### config.mk
export PLATFORM = sky130hd
export DESIGN_NAME = fsip_ctrl
export DESIGN_NICKNAME = d
export VERILOG_FILES = /design/src/fsip_pkg.sv /design/src/fsip_ctrl.sv
export SDC_FILE = /design/constraint.sdc
export NUM_CORES = 1
export LEC_CHECK = 0
export ABC_AREA = 1
export BUFFER_PORTS_ARGS = -buffer_cell sky130_fd_sc_hd__buf_4
export CAP_MARGIN = 20
export CORE_AREA = 2 2 39 41
export CTS_CLUSTER_DIAMETER = 60
export DETAILED_ROUTE_END_ITERATION = 16
export DIE_AREA = 0 0 41 43
export GPL_ROUTABILITY_DRIVEN = 0
export PLACE_DENSITY_LB_ADDON = 0.1
export SYNTH_ARGS = -nofsm -noshare
export SYNTH_HDL_FRONTEND = slang
export SYNTH_SLANG_ARGS = --single-unit
### constraint.sdc
create_clock -name clk_i -period 1.4 [get_ports clk_i]
set_clock_uncertainty 0.15 [all_clocks]
set_input_delay 0.14 -clock clk_i [delete_from_list [all_inputs] [get_ports clk_i]]
set_output_delay 0.14 -clock clk_i [all_outputs]
set_load 0.05 [all_outputs]
### src/fsip_pkg.sv
// Package: shared constants, types and helpers of the stream integer printer.
`default_nettype none

package fsip_pkg;

  localparam int unsigned CharWidth  = 8;
  localparam int unsigned ArgWidth   = 32;
  localparam int unsigned CountWidth = 16;
  localparam int unsigned CharsWidth = 16;
  localparam int unsigned StackDepth = 10;
  localparam int unsigned DepthWidth = $clog2(StackDepth + 1);

  localparam logic [ArgWidth-1:0]  RecipTen    = 32'hCCCC_CCCD;
  localparam int unsigned          RecipShift  = 35;
  localparam logic [CharWidth-1:0] CharPercent = 8'h25;
  localparam logic [CharWidth-1:0] CharMinus   = 8'h2d;
  localparam logic [CharWidth-1:0] CharConvDec = 8'h64;
  localparam logic [CharWidth-1:0] CharConvHex = 8'h78;

  localparam logic [CharWidth-1:0] DigitChars [16] = '{
    8'h30, 8'h31, 8'h32, 8'h33, 8'h34, 8'h35, 8'h36, 8'h37,
    8'h38, 8'h39, 8'h61, 8'h62, 8'h63, 8'h64, 8'h65, 8'h66
  };

  typedef enum logic [2:0] {
    ACT_NONE,
    ACT_ARM,
    ACT_CHAR,
    ACT_DEC,
    ACT_HEX
  } action_e;

  typedef enum logic [1:0] {
    SEL_CHAR,
    SEL_SIGN,
    SEL_DIGIT
  } emit_sel_e;

  typedef struct packed {
    logic      ready;
    logic      step;
    logic      emit;
    emit_sel_e sel;
    logic      last;
  } fsip_cmd_t;

  typedef struct packed {
    logic    in_xfer;
    action_e action;
    logic    q_zero;
    logic    depth_one;
    logic    neg;
    logic    out_free;
  } fsip_status_t;

  function automatic logic [CharWidth-1:0] digit_char(input logic [3:0] d);
    return DigitChars[d];
  endfunction

endpackage

`default_nettype wire

### src/fsip_ctrl.sv
// Controller: sequences accept, digit extraction and character emission.
`default_nettype none

module fsip_ctrl (
  input  wire                   clk_i,
  input  wire                   rst_ni,
  input  fsip_pkg::fsip_status_t status_i,
  output fsip_pkg::fsip_cmd_t    cmd_o
);
  import fsip_pkg::*;

  typedef enum logic [2:0] {
    S_IDLE,
    S_ONE,
    S_CONV,
    S_SIGN,
    S_DIG
  } state_e;

  state_e state_q, state_d;

  always_comb begin
    state_d     = state_q;
    cmd_o.ready = 1'b0;
    cmd_o.step  = 1'b0;
    cmd_o.emit  = 1'b0;
    cmd_o.sel   = SEL_CHAR;
    cmd_o.last  = 1'b1;
    unique case (state_q)
      S_IDLE: begin
        cmd_o.ready = 1'b1;
        if (status_i.in_xfer) begin
          unique case (status_i.action)
            ACT_CHAR:         state_d = S_ONE;
            ACT_DEC, ACT_HEX: state_d = S_CONV;
            default:          state_d = S_IDLE;
          endcase
        end
      end
      S_ONE: begin
        if (status_i.out_free) begin
          cmd_o.emit = 1'b1;
          state_d    = S_IDLE;
        end
      end
      S_CONV: begin
        cmd_o.step = 1'b1;
        if (status_i.q_zero) begin
          state_d = status_i.neg ? S_SIGN : S_DIG;
        end
      end
      S_SIGN: begin
        cmd_o.sel  = SEL_SIGN;
        cmd_o.last = 1'b0;
        if (status_i.out_free) begin
          cmd_o.emit = 1'b1;
          state_d    = S_DIG;
        end
      end
      S_DIG: begin
        cmd_o.sel  = SEL_DIGIT;
        cmd_o.last = status_i.depth_one;
        if (status_i.out_free) begin
          cmd_o.emit = 1'b1;
          if (status_i.depth_one) begin
            state_d = S_IDLE;
          end
        end
      end
      default: state_d = S_IDLE;
    endcase
  end

  always_ff @(posedge clk_i or negedge rst_ni) begin
    if (!rst_ni) begin
      state_q <= S_IDLE;
    end else begin
      state_q <= state_d;
    end
  end

endmodule

`default_nettype wire

After elaboration in Yosys (flattened, before gate mapping) --
Index checks and enable logic that the tools add are counted.
Storage, ports and cells: logic and storage cells 32, register bits after elaboration 3, bits of input ports 10, output and inout port bits 6
Operators by class: eq/ne operators 13, mux-type cells 14, reductions and logical operators 4
Operators by type and width (number):
- $mux W3 | 7
- $pmux W3 S5 | 1
- $eq A3 B2 Y1 const B | 4
- $ne A2 B2 Y1 const B | 6
- $eq A3 B3 Y1 const B | 2
- $pmux W3 S2 | 1
- $reduce_and A6 Y1 | 1
- $mux W1 | 4
- $pmux W2 S2 | 1
- $eq A3 B1 Y1 const B | 1
- $logic_not A3 Y1 | 1
- $reduce_or A3 Y1 | 1
- $reduce_or A2 Y1 | 1

Logic depth before layout (Yosys ltp) --
Gate-level depths: netlist of run 1.
depth in word-level cells 5, gate-level depth with buffers 8, mapped depth without buffers 8

Worst setup path after synthesis of run 1 --
No wires, ideal clock.
path kind register -> output, start register state_q[2], end output port cmd_o[0] (netlist name), stages on the path, launching flop included 5, data arrival time 1.681 ns, path buffers 0, data required time 1.110 ns, setup slack -0.571 ns, cells stage by stage dfrtp_1 -> inv_2 -> nand2_1 -> nor2_1 -> a21oi_1
RTL lines:
- start: declaration | RTL line fsip_ctrl.sv:20 | state_e state_q, state_d;
- start signal: assignment | RTL line fsip_ctrl.sv:78 | state_q <= state_d;
- end: declaration | RTL line fsip_ctrl.sv:8 | output fsip_pkg::fsip_cmd_t cmd_o

==> results.json, run 1 <==
{
  "placeableCoreArea_um2": 1384,
  "detail-route-antenna-nets": 0,
  "antenna_found_initial": 0,
  "critical_path_required_ns": 1.11,
  "fill_cells": 146,
  "final_cell_count_no_fill": 93,
  "final_net_count": 88,
  "met1_usage_pct": 14.56,
  "cap_violations": 0,
  "grt.total_usage_pct": 10.76,
  "finalCoreUtilization_pct": 41.14,
  "ioPinCount": 16,
  "hold_start": "status_i[1]",
  "reg2reg_slack_ns": 0.07,
  "detail_route.drc_violations": 0,
  "buffer_type_at_the_clock_tree_root": "clkbuf_4",
  "groute.layer.met3.usage_pct": 3.141,
  "p_total_uw": 1271,
  "layout.area.seq_um2": 77.57,
  "cts_num_sinks": 3,
  "path_buf_inv": 1,
  "initial_utilization_pct": 20.52,
  "post_synth_num_cell_types": 11,
  "route.detailed.wl_per_inst_um": 8.032,
  "post-dp-hpwl_um": 618.2,
  "grt_remaining_overflow": 0,
  "antenna_cells": 0,
  "critPathLaunchType": "flop",
  "mappedNetlistArea_um2": 284.0,
  "critical_path.reg2reg.startpoint": "state_q[0]",
  "final_min_period_over_clock_period_pct": 104.1,
  "synth_cells": 52,
  "flip_flop_count_of_the_largest_register_all_copies_and_words_added": 3,
  "fp.dieW_um": 41,
  "mostFrequentLayoutCell": "nand2_1",
  "syn_to_final_growth_pct": 100.4,
  "clk-insertion-delay-late_ns": 0.23,
  "grt_pass1_vias": 327,
  "static-leakage-power_uw": 0.0003172,
  "critical_path.reg2reg.endpoint": "state_q[1]",
  "placed_cells_incl_taps": 84,
  "total_of_flip_flops_plus_latches_after_synthesis": 3,
  "die_area_um2": 1763,
  "finalMaxSlewViolations": 0,
  "worst_slew_margin_rel_pct": 86.97,
  "synth.avg_cell_area_um2": 5.462,
  "arrival_ns": 1.17,
  "hold-path-endpoint": "state_q[2]",
  "synth-seq-area-share_pct": 26.43,
  "numCtsBuffers": 3,
  "post_route_cells_drive_above_1_share_pct": 50.65,
  "setup.worst_path.end_class": "primary output",
  "drt-total-wl_um": 747,
  "worst_r2r_path_depth": 8,
  "vias": 380,
  "timing_hold_violations_final": 0,
  "cts_max_level": 1,
  "timing.critical_path.slowest_stage_cell": "dfrtp_2",
  "fmaxAchievable_mhz": 686.2,
  "worstSetupPathType": "reg -> out",
  "violated_checks": "negative setup slack",
  "critical_path.cell_chain": "nor2_4 -> nand2_2 -> a21boi_2 -> buf_6",
  "drt_first_iter_violations": 7,
  "use_met2_pct": 14.69,
  "clkTransAtPathRegs_ns": 0.04,
  "min-delay-path-class": "in -> reg",
  "syn_nets": 62,
  "result_of_the_run": "finished with violations",
  "cp_top_family": "flip-flops",
  "cts_tree": "done",
  "yosysWarningCount": 0,
  "fin_setup_tns_ns": -0.1644,
  "maximum_number_of_pins_on_one_net_before_global_route_repair": 6,
  "worst_slack_ns": -0.05721,
  "vdd_drop_max_uv": 1073,
  "crit_path_max_incr_delay_ns": 0.43,
  "wire_length_of_the_first_global_routing_pass_um": 1283,
  "routed_via_density": 4.086,
  "timing.critical_path.fanout_max": 5,
  "worstMarginPinSlew_ns": 0.1955,
  "top_library_cells_by_usage_in_the_layout_fill_and_taps_aside": "nand2_1, buf_4, inv_1, nand3_1",
  "rows": 14,
  "io_buffers": 15,
  "global_route.peak_usage_layer": "met2",
  "clockBufferDepth": 2,
  "reg.largest.list": "state_q (3)",
  "finalSetupViolCount": 4,
  "multi_input_area_um2": 214.0,
  "worst_hold_stages": 4,
  "regMostFlops": "state_q",
  "cell_area_power_density_nw_per_um2": 2232,
  "detailedRoute.firstPassIterationCount": 2,
  "clock_period_minus_final_worst_setup_slack_ns": 1.457,
  "rsz0062_at_grt": "yes",
  "fp.dieH_um": 43
}
-- what timing repair did --
item,CTS,global route
pin swaps,3,2
resized for setup,14,4
hold buffers,1,0
gates cloned,0,0
setup buffers,4,0
setup endpoints to repair,6,9
endpoints found under the hold margin,3,0
-- where the power goes --
group	internal (µW)	switching, µW	total, µW
clock	106	40.4	147
sequential	126	51.8	178
combinational	386	560	946
total	619	652	1270
-- stage by stage --
stage / setup WS [ns] / cell area, µm² / hold WS [ns]
after floorplan: -0.1547 / 306.5 / -0.3056
after global placement: 0.06675 / 446.7 / -0.2173
after detailed placement: 0.05962 / 446.7 / -0.2180
after CTS: -0.09615 / 555.5 / 0.06397
after global routing: -0.1271 / 569.3 / 0.07293
final: -0.05721 / 569.3 / 0.06836
-- cells in the mapped netlist --
| master | instances | area (µm²) |
|---|---|---|
| a21boi_1 | 1 | 7.510 |
| a21oi_1 | 2 | 10.01 |
| dfrtp_1 | 3 | 75.07 |
| inv_1 | 8 | 30.03 |
| inv_2 | 2 | 7.510 |
| nand2_1 | 21 | 78.83 |
| nand2_2 | 2 | 12.51 |
| nand3_1 | 6 | 30.03 |
| nand3b_1 | 1 | 7.510 |
| nor2_1 | 5 | 18.77 |
| nor2_2 | 1 | 6.260 |
-- worst max path at each step --
stage	startpoint	end	slack [ns]	cells past startpoint
6_report	state_q[0]	cmd_o[3]	-0.06	4
4_1_cts	state_q[1]	cmd_o[3]	-0.1	4
3_3_place_gp	state_q[2]	cmd_o[1]	0.07	4
3_5_place_dp	state_q[0]	cmd_o[0]	0.06	5
5_1_grt	state_q[0]	cmd_o[3]	-0.13	4
2_1_floorplan	state_q[2]	state_q[0]	-0.15	7
-- area by class of cell --
cell class / instances / share of cell area (%)
sequential: 3 / 13.63
timing repair buffer: 21 / 34.07
clock buffer: 4 / 4.615
tap: 16 / 3.516
multi-input combinational: 39 / 37.58
inverter: 10 / 6.593
-- routing by layer --
layer	wire [µm]	vias up	share of wire, %
met5	0	-	0
met4	0	0	0
met3	50	0	6.7
met2	377	11	50
met1	320	163	43
li1	-	206	-
-- worst reg2reg max path, delay by kind of cell (launching register included) --
| kind | cells | cell delay, ns |
|---|---|---|
| buffers and inverters | 2 | 0.24 |
| flip-flops | 1 | 0.43 |
| AND/OR/NAND/NOR | 6 | 0.45 |
-- cells by family (layout without fill, tap and decap cells) --
group	count (synthesis)	after routing	synth area share, %
simple gates	36	36	54.19
compound gates	3	3	6.169
buf+inv	10	35	13.22
flops	3	3	26.43
Note: power is estimated with default switching activity, not from simulation.
==> inputs of run 2 (changes only) <==
--- a/config.mk
+++ b/config.mk
@@ -14,6 +14,8 @@
 export DIE_AREA = 0 0 41 43
 export GPL_ROUTABILITY_DRIVEN = 0
 export PLACE_DENSITY_LB_ADDON = 0.1
+export REMOVE_ABC_BUFFERS = 1
+export SETUP_SLACK_MARGIN = 0.15
 export SYNTH_ARGS = -nofsm -noshare
 export SYNTH_HDL_FRONTEND = slang
 export SYNTH_SLANG_ARGS = --single-unit
==> run 2 against run 1 <==
  * The flow still finishes with violations (negative setup slack)
  * Non-clock buffer count stayed put
  * Critical path type unchanged
  * Highest routed layer is now met4
  * Critical path depth is 1 higher
  * Global-route usage is 1.0 points lower
  * Sequential power is 11% higher
  * Register-to-register slack worse by 0.11 ns
  * First-iteration DRC count is 29% lower
  * Largest power group unchanged
==> results.json, run 2 (same netlist as run 1, synthesis figures left out) <==
{
  "result_of_the_run": "finished with violations",
  "violated_checks": "negative setup slack",
  "timing.critical_path.slowest_stage_cell": "dfrtp_2",
  "fp.dieH_um": 43,
  "worstSetupPathType": "reg -> out",
  "grt.total_usage_pct": 9.759,
  "ioPinCount": 16,
  "met2RoutedLength_um": 459,
  "worst_slack_ns": -0.09927,
  "worst_slew_margin_rel_pct": 88.58,
  "critical_path_required_ns": 1.11,
  "placeableCoreArea_um2": 1384,
  "fin_area_um2": 574.3,
  "finalSetupViolCount": 9,
  "fin_setup_tns_ns": -0.4398,
  "static-leakage-power_uw": 0.0003198,
  "syn_to_final_growth_pct": 102.2,
  "wire_length_of_the_first_global_routing_pass_um": 1173,
  "cts_tree": "done",
  "grt_pass1_vias": 319,
  "routed_via_density": 4.194,
  "mostFrequentLayoutCell": "nand2_1",
  "cts_num_sinks": 3,
  "numCtsBuffers": 3,
  "regMostFlops": "state_q",
  "reg.largest.list": "state_q (3)",
  "worstMarginPinSlew_ns": 0.1713,
  "fp.dieW_um": 41,
  "drt_first_iter_violations": 5,
  "detail-route-antenna-nets": 0,
  "clkTransAtPathRegs_ns": 0.04,
  "timing_hold_violations_final": 0,
  "antenna_found_initial": 0,
  "crit_path_max_incr_delay_ns": 0.46,
  "flip_flop_count_of_the_largest_register_all_copies_and_words_added": 3,
  "clockBufferDepth": 2,
  "fill_cells": 151,
  "finalMaxSlewViolations": 0,
  "vdd_drop_max_uv": 625.1,
  "rsz0062_at_grt": "yes",
  "critPathLaunchType": "flop",
  "final_net_count": 88,
  "cell_area_power_density_nw_per_um2": 2253,
  "drt-total-wl_um": 863,
  "route.detailed.wl_per_inst_um": 9.280,
  "die_area_um2": 1763,
  "cap_violations": 0,
  "detailedRoute.firstPassIterationCount": 4,
  "clock_period_minus_final_worst_setup_slack_ns": 1.499,
  "maximum_number_of_pins_on_one_net_before_global_route_repair": 7,
  "fmaxAchievable_mhz": 667.0,
  "arrival_ns": 1.21,
  "clk-insertion-delay-late_ns": 0.23,
  "setup.worst_path.end_class": "primary output",
  "antenna_cells": 0,
  "post_route_cells_drive_above_1_share_pct": 54.55,
  "min-delay-path-class": "in -> reg",
  "final_min_period_over_clock_period_pct": 107.1,
  "cts_max_level": 1,
  "critical_path.cell_chain": "nor2_4 -> nand2_2 -> inv_1 -> a21oi_2 -> buf_6",
  "buffer_type_at_the_clock_tree_root": "clkbuf_4",
  "post-dp-hpwl_um": 601.9,
  "detail_route.drc_violations": 0,
  "finalCoreUtilization_pct": 41.50,
  "wl_met1_um": 350,
  "highest-signal-layer": "met4",
  "top_library_cells_by_usage_in_the_layout_fill_and_taps_aside": "nand2_1, buf_4, inv_1",
  "vias": 390,
  "rows": 14,
  "grt_remaining_overflow": 0,
  "initial_utilization_pct": 20.52,
  "met3_length_um": 36,
  "placed_cell_area_um2": 416.7,
  "timing.critical_path.fanout_max": 5,
  "io_buffers": 15
}
## run 2: cell count changes in the layout (fill, tap and decap cells not counted), moves of 2 or more
cell / before / now
buf_6: 3 / 6
buf_8: 3 / 1
nand3_1: 6 / 3
nand3_2: 0 / 3
## run 2: final timing paths
| check | start | to | slack (ns) | cells past startpoint |
|---|---|---|---|---|
| min in group asynchronous | rst_ni | state_q[1] | 0.08 | 2 |
| hold / removal | status_i[1] | state_q[2] | 0.06 | 4 |
| setup / recovery | state_q[0] | cmd_o[0] | -0.1 | 5 |
| max in group asynchronous | rst_ni | state_q[0] | 0.91 | 2 |
| hold reg to reg | state_q[1] | state_q[1] | 0.41 | 2 |
| setup reg to reg | state_q[0] | state_q[0] | -0.04 | 9 |
## run 2: power breakdown
group	internal [µW]	leakage, µW	switching [µW]
combinational	376	0.000269	567
clock	107	0.0000150	44.9
sequential	128	0.0000355	70.5
total	611	0.000320	683
## run 2: repair_timing
action	CTS	global route
cloned	0	0
pin swaps	6	7
buffers inserted	1	4
endpoints found under the hold margin	3	0
endpoints found under the setup margin	9	9
hold buffers	1	0
gates resized for setup	12	13
## run 2: per-stage QoR
step	hold WS, ns	setup WS, ns	cells	power, µW
floorplan	-0.3056	-0.5710	52	668.3
global placement	-0.2179	0.04366	83	863.7
detailed placement	-0.2193	0.06236	83	853.8
CTS	0.05266	-0.1156	89	1129
global route	0.07355	-0.1537	93	1383
finish	0.05688	-0.09927	93	1294
## run 2: layer usage
metal	up-vias	GRT usage, %
met5	-	0
met4	0	6.000
li1	207	-
met1	169	11.65
met2	12	15.31
met3	2	1.571
## run 2: area by class of cell
cell class | instances | area (µm²) | share of cell area, %
clock buffer | 4 | 26.28 | 4.575
inverter | 10 | 37.54 | 6.536
multi-input combinational | 39 | 221.5 | 38.56
sequential | 3 | 78.83 | 13.73
tap | 16 | 20.02 | 3.486
timing repair buffer | 21 | 190.2 | 33.12
## run 2: worst max-delay path, delay by kind of cell (launching register included)
kind | cells | cell delay [ns]
and+or+nand+nor | 2 | 0.21
AOI/OAI and AO/OA | 1 | 0.06
DFF | 1 | 0.46
buffers and inverters | 2 | 0.25
==> inputs of run 3 (changes only) <==
--- a/config.mk
+++ b/config.mk
@@ -16,6 +16,7 @@
 export PLACE_DENSITY_LB_ADDON = 0.1
 export REMOVE_ABC_BUFFERS = 1
 export SETUP_SLACK_MARGIN = 0.15
+export SKIP_CTS_REPAIR_TIMING = 1
 export SYNTH_ARGS = -nofsm -noshare
 export SYNTH_HDL_FRONTEND = slang
 export SYNTH_SLANG_ARGS = --single-unit
==> run 3 against run 2 <==
  * The run still ends with negative setup slack left
  * Combinational power up 0.6%
  * Non-clock buffer count stayed put
  * Sequential share of layout area up 0.40 points
  * Die area stayed put
  * Worst hold slack better by 0.0011 ns
  * Global-route usage shrank 0.50 points
  * Critical path type unchanged
  * Largest power group unchanged
==> results.json, run 3 (same netlist as run 1, synthesis figures left out) <==
{
  "mostFrequentLayoutCell": "nand2_1",
  "clock_period_minus_final_worst_setup_slack_ns": 1.502,
  "groute.layer.met3.usage_pct": 1.571,
  "reg.largest.list": "state_q (3)",
  "fmaxAchievable_mhz": 665.9,
  "die_area_um2": 1763,
  "ioPinCount": 16,
  "cts_num_sinks": 3,
  "min-delay-path-class": "in -> reg",
  "clk-insertion-delay-late_ns": 0.23,
  "arrival_ns": 1.21,
  "maximum_number_of_pins_on_one_net_before_global_route_repair": 7,
  "top_library_cells_by_usage_in_the_layout_fill_and_taps_aside": "nand2_1, buf_4, inv_1, nand3_1",
  "grt.total_usage_pct": 9.256,
  "regMostFlops": "state_q",
  "finalCoreUtilization_pct": 40.33,
  "placeableCoreArea_um2": 1384,
  "violated_checks": "negative setup slack",
  "fin_area_um2": 558.0,
  "grt_pass1_vias": 301,
  "clockBufferDepth": 2,
  "vias": 393,
  "hold-worst-slack_ns": 0.05803,
  "critPathLaunchType": "flop",
  "switching_share_pct": 51.66,
  "detail-route-antenna-nets": 0,
  "fp.dieH_um": 43,
  "global_route.peak_usage_layer": "met2",
  "syn_to_final_growth_pct": 96.48,
  "grt_remaining_overflow": 0,
  "final_min_period_over_clock_period_pct": 107.3,
  "result_of_the_run": "finished with violations",
  "cts_max_level": 1,
  "setup.worst_path.end_class": "primary output",
  "antenna_found_initial": 0,
  "internal_power_uw": 628.0,
  "flip_flop_count_of_the_largest_register_all_copies_and_words_added": 3,
  "drt-total-wl_um": 816,
  "io_buffers": 15,
  "vdd_drop_max_uv": 675.9,
  "layout.area.seq_um2": 78.83,
  "post-dp-hpwl_um": 601.9,
  "timing_hold_violations_final": 0,
  "fp.dieW_um": 41,
  "rsz0062_at_grt": "yes",
  "total_switching_power_uw": 671.1,
  "buffer_type_at_the_clock_tree_root": "clkbuf_4",
  "worstMarginPinSlew_ns": 0.1610,
  "use_met2_pct": 14.37,
  "power_frac_seq_pct": 15.3,
  "clkTransAtPathRegs_ns": 0.04,
  "finalMaxSlewViolations": 0,
  "multi_input_area_um2": 209.0,
  "fin_setup_tns_ns": -0.3848,
  "comb_power_share_pct": 73.0,
  "finalSetupViolCount": 8,
  "wire_length_of_the_first_global_routing_pass_um": 1104,
  "clock_power_share_pct": 11.6,
  "worst_slack_ns": -0.1017,
  "initial_utilization_pct": 20.52,
  "cap_violations": 0,
  "route.detailed.wl_per_inst_um": 8.774,
  "numCtsBuffers": 3,
  "cell_area_power_density_nw_per_um2": 2328,
  "met1_usage_pct": 11.00,
  "static-leakage-power_uw": 0.0003130,
  "worst_slew_margin_rel_pct": 89.26,
  "worstSetupPathType": "reg -> out",
  "drt_first_iter_violations": 0,
  "routed_via_density": 4.226,
  "post_route_cells_drive_above_1_share_pct": 53.25,
  "detailedRoute.firstPassIterationCount": 1,
  "detail_route.drc_violations": 0,
  "antenna_cells": 0,
  "fill_cells": 152,
  "final_net_count": 88,
  "timing.critical_path.fanout_max": 4,
  "critical_path_required_ns": 1.11,
  "rows": 14,
  "placed_cell_area_um2": 416.7,
  "cts_tree": "done"
}
[run 3: cell counts in the layout (fill, tap and decap cells not counted)]
No cell type changed its count.
[run 3: per-layer routing]
layer  up-vias  wire (µm)
li1        208          -
met3         2         35
met2        12        419
met1       171        343
met5         -          0
met4         0         17
[run 3: final timing paths]
path | start | to | slack [ns] | depth (start not counted)
worst max-delay path | state_q[1] | cmd_o[3] | -0.10 | 4
worst min-delay path | status_i[1] | state_q[2] | 0.06 | 4
worst max register to register | state_q[1] | state_q[1] | -0.01 | 8
worst min register to register | state_q[1] | state_q[1] | 0.41 | 2
max in group asynchronous | rst_ni | state_q[0] | 0.91 | 2
min in group asynchronous | rst_ni | state_q[1] | 0.08 | 2
[run 3: critical path: stages (launching register included)]
cell and delay [ns]:
dfrtp_2 0.44, nor2_4 0.14, nand2_2 0.08, a21boi_2 0.15, buf_6 0.17
[run 3: power by group through the flow]
stage / Combinational [µW] / Clock [µW] / Sequential, µW
2_1_floorplan: 510 / 0 / 159
3_3_place_gp: 691 / 0 / 173
3_5_place_dp: 681 / 0 / 173
4_1_cts: 683 / 157 / 172
5_1_grt: 1020 / 167 / 206
6_report: 949 / 151 / 199
[run 3: cell type report]
cell class	instances	share of cell area, %
Multi-Input combinational cell	39	37.44
Timing Repair Buffer	21	33.41
Sequential cell	3	14.13
Inverter	10	6.726
Clock buffer	4	4.709
Tap cell	16	3.587
[run 3: stage by stage]
step / power (µW) / instances / setup slack, ns
floorplan: 668.3 / 52 / -0.5710
global placement: 863.7 / 83 / 0.04366
detailed placement: 853.8 / 83 / 0.06236
CTS: 1012 / 87 / -0.1893
global route: 1389 / 93 / -0.1526
finish: 1299 / 93 / -0.1017
